File: src/rtl/srfp_pkg.sv
// Package for the sensor response frame parser.
// Holds the field widths, status and register codes, and the structs passed between
// the front, the job queue and the back. No dependencies.
package srfp_pkg;

    // Field widths of the result item.
    localparam int IDX_W    = 4;
    localparam int WORD_W   = 16;
    localparam int BYTE_W   = 8;
    localparam int STATUS_W = 2;

    // Bytes in the frame header (start, command, two size bytes).
    localparam int HDR_LEN = 4;

    // Result status codes.
    localparam logic [STATUS_W-1:0] ST_OK      = 2'd0;
    localparam logic [STATUS_W-1:0] ST_HDR_ERR = 2'd1;
    localparam logic [STATUS_W-1:0] ST_CHK_ERR = 2'd2;

    // Configuration register indexes.
    localparam int CFG_IDX_W = 3;
    localparam logic [CFG_IDX_W-1:0] CFG_START_BYTE = 3'd0;
    localparam logic [CFG_IDX_W-1:0] CFG_EXP_CMD    = 3'd1;
    localparam logic [CFG_IDX_W-1:0] CFG_SIZE_LO    = 3'd2;
    localparam logic [CFG_IDX_W-1:0] CFG_SIZE_HI    = 3'd3;
    localparam logic [CFG_IDX_W-1:0] CFG_SEED       = 3'd4;

    // Job queue between front and back.
    localparam int JOBQ_DEPTH = 4;
    localparam int JOBQ_PTR_W = 2;
    localparam int JOBQ_CNT_W = 3;

    // One finished frame (or header error) handed from the front to the back.
    typedef struct packed {
        logic hdr_err;
        logic chk_err;
        logic bank;
    } t_job;

    // Word store write from the front.
    typedef struct packed {
        logic              en;
        logic              bank;
        logic [IDX_W-1:0]  addr;
        logic [WORD_W-1:0] data;
    } t_store_wr;

    // Bank release from the back once its last word has been loaded for output.
    typedef struct packed {
        logic en;
        logic bank;
    } t_bank_rel;

endpackage

File: src/rtl/sensor_response_frame_parser_core.sv
// Top level of the sensor response frame parser: configuration registers, front parser,
// job queue and result back end. Depends on srfp_pkg, srfp_front, srfp_job_queue, srfp_back.
//
//  Channel  Direction  Handshake                  Payload
//  -------  ---------  -------------------------  ------------------------------------------
//  in       input      i_in_valid / o_in_stall    i_rx_byte
//  out      output     o_out_valid / i_out_stall  o_word_index, o_word_value,
//                                                 o_frame_status, o_last_of_frame
//  cfg      input      i_cfg_valid / o_cfg_ready  i_cfg_index, i_cfg_data
//
// One byte is taken per cycle; each byte finishes in the front in the cycle it is taken.
// Results leave one per cycle from the output register unless the output stalls, so a good
// frame (29 bytes with twelve words) yields its twelve results while the next frame arrives.
// The input stalls only when both word banks still feed the output or the job queue is
// full at the last header byte or the checksum byte. Reset is synchronous and active low
// and needs no clearing pass; the word banks are always written before they are read.
module sensor_response_frame_parser_core
    import srfp_pkg::*;
#(
    parameter int WORD_COUNT = 12
) (
    input  logic                 i_clk,
    input  logic                 i_rst_n,
    input  logic                 i_in_valid,
    output logic                 o_in_stall,
    input  logic [BYTE_W-1:0]    i_rx_byte,
    output logic                 o_out_valid,
    input  logic                 i_out_stall,
    output logic [IDX_W-1:0]     o_word_index,
    output logic [WORD_W-1:0]    o_word_value,
    output logic [STATUS_W-1:0]  o_frame_status,
    output logic                 o_last_of_frame,
    input  logic                 i_cfg_valid,
    output logic                 o_cfg_ready,
    input  logic [CFG_IDX_W-1:0] i_cfg_index,
    input  logic [WORD_W-1:0]    i_cfg_data
);

    // Configuration registers. They are sampled live by the front: the start byte and command
    // as those header bytes arrive, the command, sizes and seed at the last header byte.
    logic [BYTE_W-1:0] r_start_byte;
    logic [BYTE_W-1:0] r_exp_cmd;
    logic [BYTE_W-1:0] r_size_lo;
    logic [BYTE_W-1:0] r_size_hi;
    logic [WORD_W-1:0] r_seed;

    // Front to queue and back.
    logic      push;
    t_job      push_job;
    t_job      head;
    logic      q_empty;
    logic      q_full;
    logic      pop;
    t_store_wr store_wr;
    t_bank_rel bank_rel;

    // The configuration port never pushes back.
    assign o_cfg_ready = 1'b1;

    always_ff @(posedge i_clk) begin
        if (!i_rst_n) begin
            r_start_byte <= '0;
            r_exp_cmd    <= '0;
            r_size_lo    <= '0;
            r_size_hi    <= '0;
            r_seed       <= '0;
        end else if (i_cfg_valid && o_cfg_ready) begin
            case (i_cfg_index)
                CFG_START_BYTE: r_start_byte <= i_cfg_data[BYTE_W-1:0];
                CFG_EXP_CMD:    r_exp_cmd    <= i_cfg_data[BYTE_W-1:0];
                CFG_SIZE_LO:    r_size_lo    <= i_cfg_data[BYTE_W-1:0];
                CFG_SIZE_HI:    r_size_hi    <= i_cfg_data[BYTE_W-1:0];
                CFG_SEED:       r_seed       <= i_cfg_data;
                default: begin
                    // Writes to unused indexes are dropped.
                end
            endcase
        end
    end

    // The front parses bytes and fills one of two word banks, handing each
    // finished frame or header error to the queue as a job.
    srfp_front #(
        .WORD_COUNT(WORD_COUNT)
    ) u_front (
        .i_clk       (i_clk),
        .i_rst_n     (i_rst_n),
        .i_in_valid  (i_in_valid),
        .o_in_stall  (o_in_stall),
        .i_rx_byte   (i_rx_byte),
        .i_start_byte(r_start_byte),
        .i_exp_cmd   (r_exp_cmd),
        .i_size_lo   (r_size_lo),
        .i_size_hi   (r_size_hi),
        .i_seed      (r_seed),
        .i_q_full    (q_full),
        .o_push      (push),
        .o_push_job  (push_job),
        .o_store_wr  (store_wr),
        .i_bank_rel  (bank_rel)
    );

    // The queue lets a header error or a finished frame wait while the back
    // is still draining an earlier frame.
    srfp_job_queue u_job_queue (
        .i_clk     (i_clk),
        .i_rst_n   (i_rst_n),
        .i_push    (push),
        .i_push_job(push_job),
        .i_pop     (pop),
        .o_head    (head),
        .o_empty   (q_empty),
        .o_full    (q_full)
    );

    // The back walks each job and releases its bank once the last word has
    // been copied to the output register.
    srfp_back #(
        .WORD_COUNT(WORD_COUNT)
    ) u_back (
        .i_clk          (i_clk),
        .i_rst_n        (i_rst_n),
        .i_store_wr     (store_wr),
        .i_head         (head),
        .i_q_empty      (q_empty),
        .o_pop          (pop),
        .o_bank_rel     (bank_rel),
        .o_out_valid    (o_out_valid),
        .i_out_stall    (i_out_stall),
        .o_word_index   (o_word_index),
        .o_word_value   (o_word_value),
        .o_frame_status (o_frame_status),
        .o_last_of_frame(o_last_of_frame)
    );

endmodule

File: src/rtl/srfp_job_queue.sv
// Small register FIFO carrying parsed frame jobs from the front to the back.
// Depends on srfp_pkg for the job type and depth constants.
module srfp_job_queue
    import srfp_pkg::*;
(
    input  logic i_clk,
    input  logic i_rst_n,
    input  logic i_push,
    input  t_job i_push_job,
    input  logic i_pop,
    output t_job o_head,
    output logic o_empty,
    output logic o_full
);

    t_job                  r_mem [JOBQ_DEPTH];
    logic [JOBQ_PTR_W-1:0] r_wr_ptr;
    logic [JOBQ_PTR_W-1:0] r_rd_ptr;
    logic [JOBQ_CNT_W-1:0] r_count;

    logic do_push;
    logic do_pop;

    assign o_empty = (r_count == '0);
    assign o_full  = (r_count == JOBQ_CNT_W'(JOBQ_DEPTH));
    assign o_head  = r_mem[r_rd_ptr];

    assign do_push = i_push && !o_full;
    assign do_pop  = i_pop && !o_empty;

    always_ff @(posedge i_clk) begin
        if (do_push) begin
            r_mem[r_wr_ptr] <= i_push_job;
        end
    end

    always_ff @(posedge i_clk) begin
        if (!i_rst_n) begin
            r_wr_ptr <= '0;
            r_rd_ptr <= '0;
            r_count  <= '0;
        end else begin
            if (do_push) begin
                r_wr_ptr <= r_wr_ptr + 1'b1;
            end
            if (do_pop) begin
                r_rd_ptr <= r_rd_ptr + 1'b1;
            end
            case ({do_push, do_pop})
                2'b10:   r_count <= r_count + 1'b1;
                2'b01:   r_count <= r_count - 1'b1;
                default: r_count <= r_count;
            endcase
        end
    end

endmodule

File: src/rtl/srfp_front.sv
// Front of the frame parser: takes received bytes, checks the header, assembles words,
// keeps the running checksum and hands finished frames to the job queue.
// Depends on srfp_pkg.
module srfp_front
    import srfp_pkg::*;
#(
    parameter int WORD_COUNT = 12
) (
    input  logic              i_clk,
    input  logic              i_rst_n,
    input  logic              i_in_valid,
    output logic              o_in_stall,
    input  logic [BYTE_W-1:0] i_rx_byte,
    input  logic [BYTE_W-1:0] i_start_byte,
    input  logic [BYTE_W-1:0] i_exp_cmd,
    input  logic [BYTE_W-1:0] i_size_lo,
    input  logic [BYTE_W-1:0] i_size_hi,
    input  logic [WORD_W-1:0] i_seed,
    input  logic              i_q_full,
    output logic              o_push,
    output t_job              o_push_job,
    output t_store_wr         o_store_wr,
    input  t_bank_rel         i_bank_rel
);

    localparam int CHECK_POS = HDR_LEN + 2 * WORD_COUNT;
    localparam int POS_W     = $clog2(CHECK_POS + 1);

    logic [POS_W-1:0]  r_pos, n_pos;
    logic              r_hdr_ok, n_hdr_ok;
    logic [BYTE_W-1:0] r_low, n_low;
    logic [WORD_W-1:0] r_acc, n_acc;
    logic              r_bank, n_bank;
    logic [1:0]        r_busy, n_busy;

    logic              accept;
    logic              at_push_pos;
    logic [POS_W-1:0]  offset;
    logic [WORD_W-1:0] word;

    assign at_push_pos = (r_pos == POS_W'(HDR_LEN - 1)) || (r_pos == POS_W'(CHECK_POS));

    // Hold off while the bank being filled still feeds the output, or while the
    // job queue is full at the last header byte or the checksum byte.
    assign o_in_stall = ((r_pos >= POS_W'(HDR_LEN)) && r_busy[r_bank])
                      || (at_push_pos && i_q_full);
    assign accept = i_in_valid && !o_in_stall;

    assign offset = r_pos - POS_W'(HDR_LEN);
    assign word   = {i_rx_byte, r_low};

    always_comb begin
        n_pos      = r_pos;
        n_hdr_ok   = r_hdr_ok;
        n_low      = r_low;
        n_acc      = r_acc;
        n_bank     = r_bank;
        n_busy     = r_busy;
        o_push     = 1'b0;
        o_push_job = '0;
        o_store_wr = '0;

        if (i_bank_rel.en) begin
            n_busy[i_bank_rel.bank] = 1'b0;
        end

        if (accept) begin
            n_pos = r_pos + 1'b1;
            if (r_pos == '0) begin
                n_hdr_ok = (i_rx_byte == i_start_byte);
            end else if (r_pos == POS_W'(1)) begin
                if (i_rx_byte != i_exp_cmd) begin
                    n_hdr_ok = 1'b0;
                end
            end else if (r_pos == POS_W'(2)) begin
                // Received size bytes are ignored.
            end else if (r_pos == POS_W'(HDR_LEN - 1)) begin
                if (!r_hdr_ok) begin
                    n_pos              = '0;
                    n_hdr_ok           = 1'b1;
                    o_push             = 1'b1;
                    o_push_job.hdr_err = 1'b1;
                end else begin
                    n_acc = i_seed - {8'd0, i_exp_cmd} - {8'd0, i_size_lo}
                          - {8'd0, i_size_hi};
                end
            end else if (r_pos < POS_W'(CHECK_POS)) begin
                if (!offset[0]) begin
                    n_low = i_rx_byte;
                end else begin
                    n_acc           = r_acc - word;
                    o_store_wr.en   = 1'b1;
                    o_store_wr.bank = r_bank;
                    o_store_wr.addr = IDX_W'(offset >> 1);
                    o_store_wr.data = word;
                end
            end else begin
                n_pos              = '0;
                n_hdr_ok           = 1'b1;
                o_push             = 1'b1;
                o_push_job.chk_err = ({8'd0, i_rx_byte} != r_acc);
                o_push_job.bank    = r_bank;
                n_busy[r_bank]     = 1'b1;
                n_bank             = !r_bank;
            end
        end
    end

    always_ff @(posedge i_clk) begin
        if (!i_rst_n) begin
            r_pos    <= '0;
            r_hdr_ok <= 1'b1;
            r_low    <= '0;
            r_acc    <= '0;
            r_bank   <= 1'b0;
            r_busy   <= '0;
        end else begin
            r_pos    <= n_pos;
            r_hdr_ok <= n_hdr_ok;
            r_low    <= n_low;
            r_acc    <= n_acc;
            r_bank   <= n_bank;
            r_busy   <= n_busy;
        end
    end

endmodule

File: src/rtl/srfp_back.sv
// Back of the frame parser: holds the two word banks and turns each queued job into
// result transactions through a single output register. Depends on srfp_pkg.
module srfp_back
    import srfp_pkg::*;
#(
    parameter int WORD_COUNT = 12
) (
    input  logic                i_clk,
    input  logic                i_rst_n,
    input  t_store_wr           i_store_wr,
    input  t_job                i_head,
    input  logic                i_q_empty,
    output logic                o_pop,
    output t_bank_rel           o_bank_rel,
    output logic                o_out_valid,
    input  logic                i_out_stall,
    output logic [IDX_W-1:0]    o_word_index,
    output logic [WORD_W-1:0]   o_word_value,
    output logic [STATUS_W-1:0] o_frame_status,
    output logic                o_last_of_frame
);

    localparam int WIDX_W = (WORD_COUNT > 1) ? $clog2(WORD_COUNT) : 1;

    logic [WORD_W-1:0] r_store [2][WORD_COUNT];

    logic [WIDX_W-1:0]   r_cnt;
    logic                r_out_valid;
    logic [IDX_W-1:0]    r_word_index;
    logic [WORD_W-1:0]   r_word_value;
    logic [STATUS_W-1:0] r_frame_status;
    logic                r_last_of_frame;

    logic can_load;
    logic load;
    logic cnt_last;

    always_ff @(posedge i_clk) begin
        if (i_store_wr.en) begin
            r_store[i_store_wr.bank][i_store_wr.addr[WIDX_W-1:0]] <= i_store_wr.data;
        end
    end

    assign can_load = !r_out_valid || !i_out_stall;
    assign load     = can_load && !i_q_empty;
    assign cnt_last = (r_cnt == WIDX_W'(WORD_COUNT - 1));

    assign o_pop           = load && (i_head.hdr_err || cnt_last);
    assign o_bank_rel.en   = load && !i_head.hdr_err && cnt_last;
    assign o_bank_rel.bank = i_head.bank;

    always_ff @(posedge i_clk) begin
        if (load) begin
            if (i_head.hdr_err) begin
                r_word_index    <= '0;
                r_word_value    <= '0;
                r_frame_status  <= ST_HDR_ERR;
                r_last_of_frame <= 1'b1;
            end else begin
                r_word_index    <= IDX_W'(r_cnt);
                r_word_value    <= r_store[i_head.bank][r_cnt];
                r_frame_status  <= i_head.chk_err ? ST_CHK_ERR : ST_OK;
                r_last_of_frame <= cnt_last;
            end
        end
    end

    always_ff @(posedge i_clk) begin
        if (!i_rst_n) begin
            r_cnt       <= '0;
            r_out_valid <= 1'b0;
        end else begin
            if (load) begin
                r_out_valid <= 1'b1;
                if (!i_head.hdr_err) begin
                    r_cnt <= cnt_last ? '0 : r_cnt + 1'b1;
                end
            end else if (can_load) begin
                r_out_valid <= 1'b0;
            end
        end
    end

    assign o_out_valid     = r_out_valid;
    assign o_word_index    = r_word_index;
    assign o_word_value    = r_word_value;
    assign o_frame_status  = r_frame_status;
    assign o_last_of_frame = r_last_of_frame;

endmodule
File: config.mk
export PLATFORM = sky130hd
export DESIGN_NAME = sensor_response_frame_parser_core
export DESIGN_NICKNAME = d
export VERILOG_FILES = /design/src/rtl/srfp_pkg.sv /design/src/rtl/sensor_response_frame_parser_core.sv /design/src/rtl/srfp_job_queue.sv /design/src/rtl/srfp_front.sv /design/src/rtl/srfp_back.sv
export SDC_FILE = /design/constraint.sdc
export NUM_CORES = 1
export LEC_CHECK = 0
export ABC_AREA = 0
export BUFFER_PORTS_ARGS = -buffer_cell sky130_fd_sc_hd__buf_2
export CAP_MARGIN = 40
export CORE_ASPECT_RATIO = 1.25
export CORE_MARGIN = 2
export CORE_UTILIZATION = 40
export CTS_CLUSTER_SIZE = 10
export DETAILED_ROUTE_END_ITERATION = 10
export PLACE_DENSITY_LB_ADDON = 0.05
export SYNTH_ARGS = -nofsm -noshare
export SYNTH_HDL_FRONTEND = slang
export SYNTH_SLANG_ARGS = --single-unit
File: constraint.sdc
create_clock -name i_clk -period 4.9 [get_ports i_clk]
set_input_delay 1.225 -clock i_clk [delete_from_list [all_inputs] [get_ports i_clk]]
set_output_delay 1.225 -clock i_clk [all_outputs]
set_load 0.1 [all_outputs]
==> impl_summary.txt <==
----------------------------------------------------
[Yosys]
  Ranking of synthesized cells by area ... edfxtp_1, nand2_1, dfxtp_1, nand3_1, ha_1
  Post-synth EDFFs ... 419
  Ys flop type ... edfxtp_1
  Async set-reset flop share out of synthesis ... 0
  Adder-cell area share of the yosys netlist ... 0.0390
  Gate Count Post-Synth ... 2,019
  Mux share of post-synthesis cell area ... 0.00564
  Share of the synthesized netlist area taken by xor and xnor gates ... 0.0219
  Post-synthesis simple-gate area fraction ... 0.193
  Unique masters post-synth ... 63
  Part of the Yosys area used for sequential elements ... 0.646
  Proportion of netlist area held by the largest area contributor ... 0.561
  Cell area after synthesis ... 22,400 µm²
  Main combinational cell family by area after synthesis ... simple AND/OR/NAND/NOR gates
  Syn nets ... 2,110
  Synth Area in Compound Gates ... 0.0581
  #FFs+latches synth ... 514
  Warnings, synthesis ... 0
  Mapped Avg Cell Area ... 11.1 µm²
  Cell taking the most area after synthesis ... edfxtp_1

[Drt]
  Wirelength, routed ... 61.1 mm
  Remaining design rule violation count ... 0
  Post-detailed-route count of antenna-violating nets ... 0
  Vias per cell ... 5.33
  Total number of vias ... 15,200
  Number of search-and-repair iterations in the first detailed-routing pass ... 5
  Wire per inst ... 21.4 µm
  Violation count after the first detailed-routing iteration ... 942

[Power]
  Worst supply voltage drop on vdd ... 0.285 mV
  Power per cell area ... 353 nW/µm²
  Total power of the final layout ... 9.04 mW
  Total leakage power ... 9.22 nW

[Min path]
  Class of the tightest hold or removal check ... flip-flop to flip-flop

[Final layout]
  Post-Layout Inst Area ... 25,600 µm²
  Antenna cells ... 0
  Most common library cell in the layout ignoring fill and taps ... nand2_1
  Ratio of cells with drive above 1 in the final layout ... 0.114
  Final Net Count ... 2,178
  Area Overhead vs Synth ... 14.1%
  Most frequent cells in the layout ... nand2_1, edfxtp_1, nand3_1

[Clock network]
  Clock sink count ... 514
  Clock Pin Slew Worst Setup and Hold Paths ... 0.06 ns
  Deepest level of the CTS H-tree ... 2
  Number of CTS-inserted buffers ... 58
  Cells resized by post-CTS repair ... 0
  Number of buffers inserted by post-CTS setup repair ... 0
  Clock latency of the later-clocked register in the worst-skew pair ... 0.62 ns
  Post-CTS Hold Buffers ... 0
  Root Driver ... clkbuf_16
  Buffers from clock root to sink, at most ... 3
  Clock tree from TritonCTS ... done

[STA]
  Slew Limit Headroom ... 0.399
  Worst Tran Pin Value ... 0.901 ns
  Accumulated negative setup slack ... 0 ns
  Final-report setup violation count ... 0
  Max-slew violations ... 0
  Count of endpoints failing hold in the final timing report ... 0
  Maximum clock frequency ... 249 MHz
  RSZ-0062 raised after global routing ... false
  Ratio of final minimum period to clock period ... 0.819
  Worst-case clock skew ... 0.0163 ns
  Shortest period the worst path allows ... 4.01 ns

[Worst setup path]
  Reg-to-reg slack, setup ... 0.89 ns
  Required time worst endpoint ... 5.20 ns
  Critical path startpoint category ... flip-flop
  Largest fanout on the critical path ... 25
  Endpoint kind of the worst setup timing path ... flip-flop
  Critical Setup Path Class ... flip-flop to flip-flop
  Data arrival time of the critical path ... 4.32 ns

[Run status]
  Result of the run ... finished clean

[Floorplanning]
  Core footprint ... 55,700 µm²
  Count of pins on the block boundary ... 58
  Die ar. ... 58,000 µm²
  Initial Util ... 0.402
  Count of standard-cell rows ... 97
  Die Ht ... 269 µm
  Overall die width ... 216 µm

[GRT]
  Overall routing resource usage ... 0.211
  Vias in the first global route ... 15,100
  Total grt overflow ... 0
  Maximum number of pins on one net before global-route repair ... 72
  Antenna violations before repair ... 0
  First-pass GRT wire length ... 92.3 mm

[Placement]
  Count of buffers from port buffering ... 56
  Instance area after placement ... 24,000 µm²
  Gpl congestion ... 0.863
  Estimated wirelength of the detail-placed design ... 40.6 mm

[Run]
  Max cap viols ... 0

----------------------------------------------------
cells by family after synthesis:
| logic type | Yosys count |
|---|---|
| xor gates and xnor gates | 56 |
| other | 1 |
| muxes | 10 |
| adders and majority gates | 59 |
| and+or+nand+nor | 962 |
| AOI/OAI and AO/OA | 214 |
| buffers and inverters | 203 |
| DFF | 514 |
path summary, 6_finish.rpt:
check,to,cells after the start,start
max reg2reg,u_back.r_store[1][126],10,u_front.r_pos[2]
min reg2reg,r_size_hi[0],2,r_size_hi[0]
max,u_back.r_store[1][126],10,u_front.r_pos[2]
min,r_size_hi[0],2,r_size_hi[0]
through the flow:
| step | setup slack [ns] | utilization | instances | hold slack, ns |
|---|---|---|---|---|
| CTS | 0.866 | 0.459 | 2848 | 0.457 |
| global placement | 0.933 | 0.428 | 2759 | 0.444 |
| finish | 0.887 | 0.459 | 2849 | 0.455 |
| global route | 0.613 | 0.459 | 2849 | 0.473 |
| detailed placement | 0.860 | 0.431 | 2768 | 0.449 |
| floorplan | 0.895 | - | 2019 | 0.436 |
per-layer routing:
metal	up-vias	share of wire	track usage
met3	103	0.040	0.0270
li1	7257	-	-
met2	339	0.52	0.383
met1	7483	0.41	0.257
met4	0	0.032	0.0759
met5	-	0	0
cells in the mapped netlist (3+ instances only):
cell,instances
o22ai_1,3
xnor2_1,25
a211oi_1,5
nand2b_1,6
nand3_1,190
o211ai_1,6
dfxtp_1,95
a21o_1,8
o21a_1,7
o31ai_1,10
nor2_1,66
nor4_1,23
nand4_1,58
and3b_1,3
a21oi_1,81
nand2_1,542
buf_4,3
a31oi_1,57
buf_1,6
mux2i_1,7
a311oi_1,6
o21ai_0,19
inv_1,88
nor2b_1,20
buf_6,4
buf_2,5
fa_1,18
and3_1,4
clkbuf_1,95
or3_1,6
xor2_1,31
nor3_1,12
edfxtp_1,419
and2_1,10
or2_2,3
ha_1,41
layout make-up:
class | instances | area (µm²)
multi-input combinational | 1302 | 7320
clock inverter | 6 | 45.0
inverter | 89 | 334
sequential | 514 | 14500
fill | 5162 | 30100
tap | 742 | 928
clock buffer | 74 | 1540
timing repair buffer | 122 | 937
flip-flops by register name, summed over array words and instances (netlist names), 4 cells and up, named ones only:
name,flops
u_front.r_acc,16
r_start_byte,8
u_back.r_store,384
u_back.o_word_index,4
u_job_queue.r_mem,12
u_back.o_word_value,16
u_front.r_pos,5
r_seed,16
u_back.r_cnt,4
r_exp_cmd,8
r_size_lo,8
u_front.r_low,8
r_size_hi,8
worst max-delay path, cell delays in order, from the launching register on:
cell and delay [ns]:
dfxtp_1 0.42, inv_1 0.14, ha_1 0.29, nand3b_4 0.24, a21oi_1 0.16, nor3b_4 0.49
nand2_4 0.32, nor3_4 0.41, nand4b_1 0.29, nor2_1 0.62, buf_4 0.32
power breakdown:
part | switching, mW | leakage (nW) | internal (mW)
combinational | 0.331 | 3.97 | 0.192
clock | 1.65 | 0.774 | 2.17
sequential | 0.0184 | 4.48 | 4.69
total | 1.99 | 9.22 | 7.05
Power figures use the tool's default switching activity.
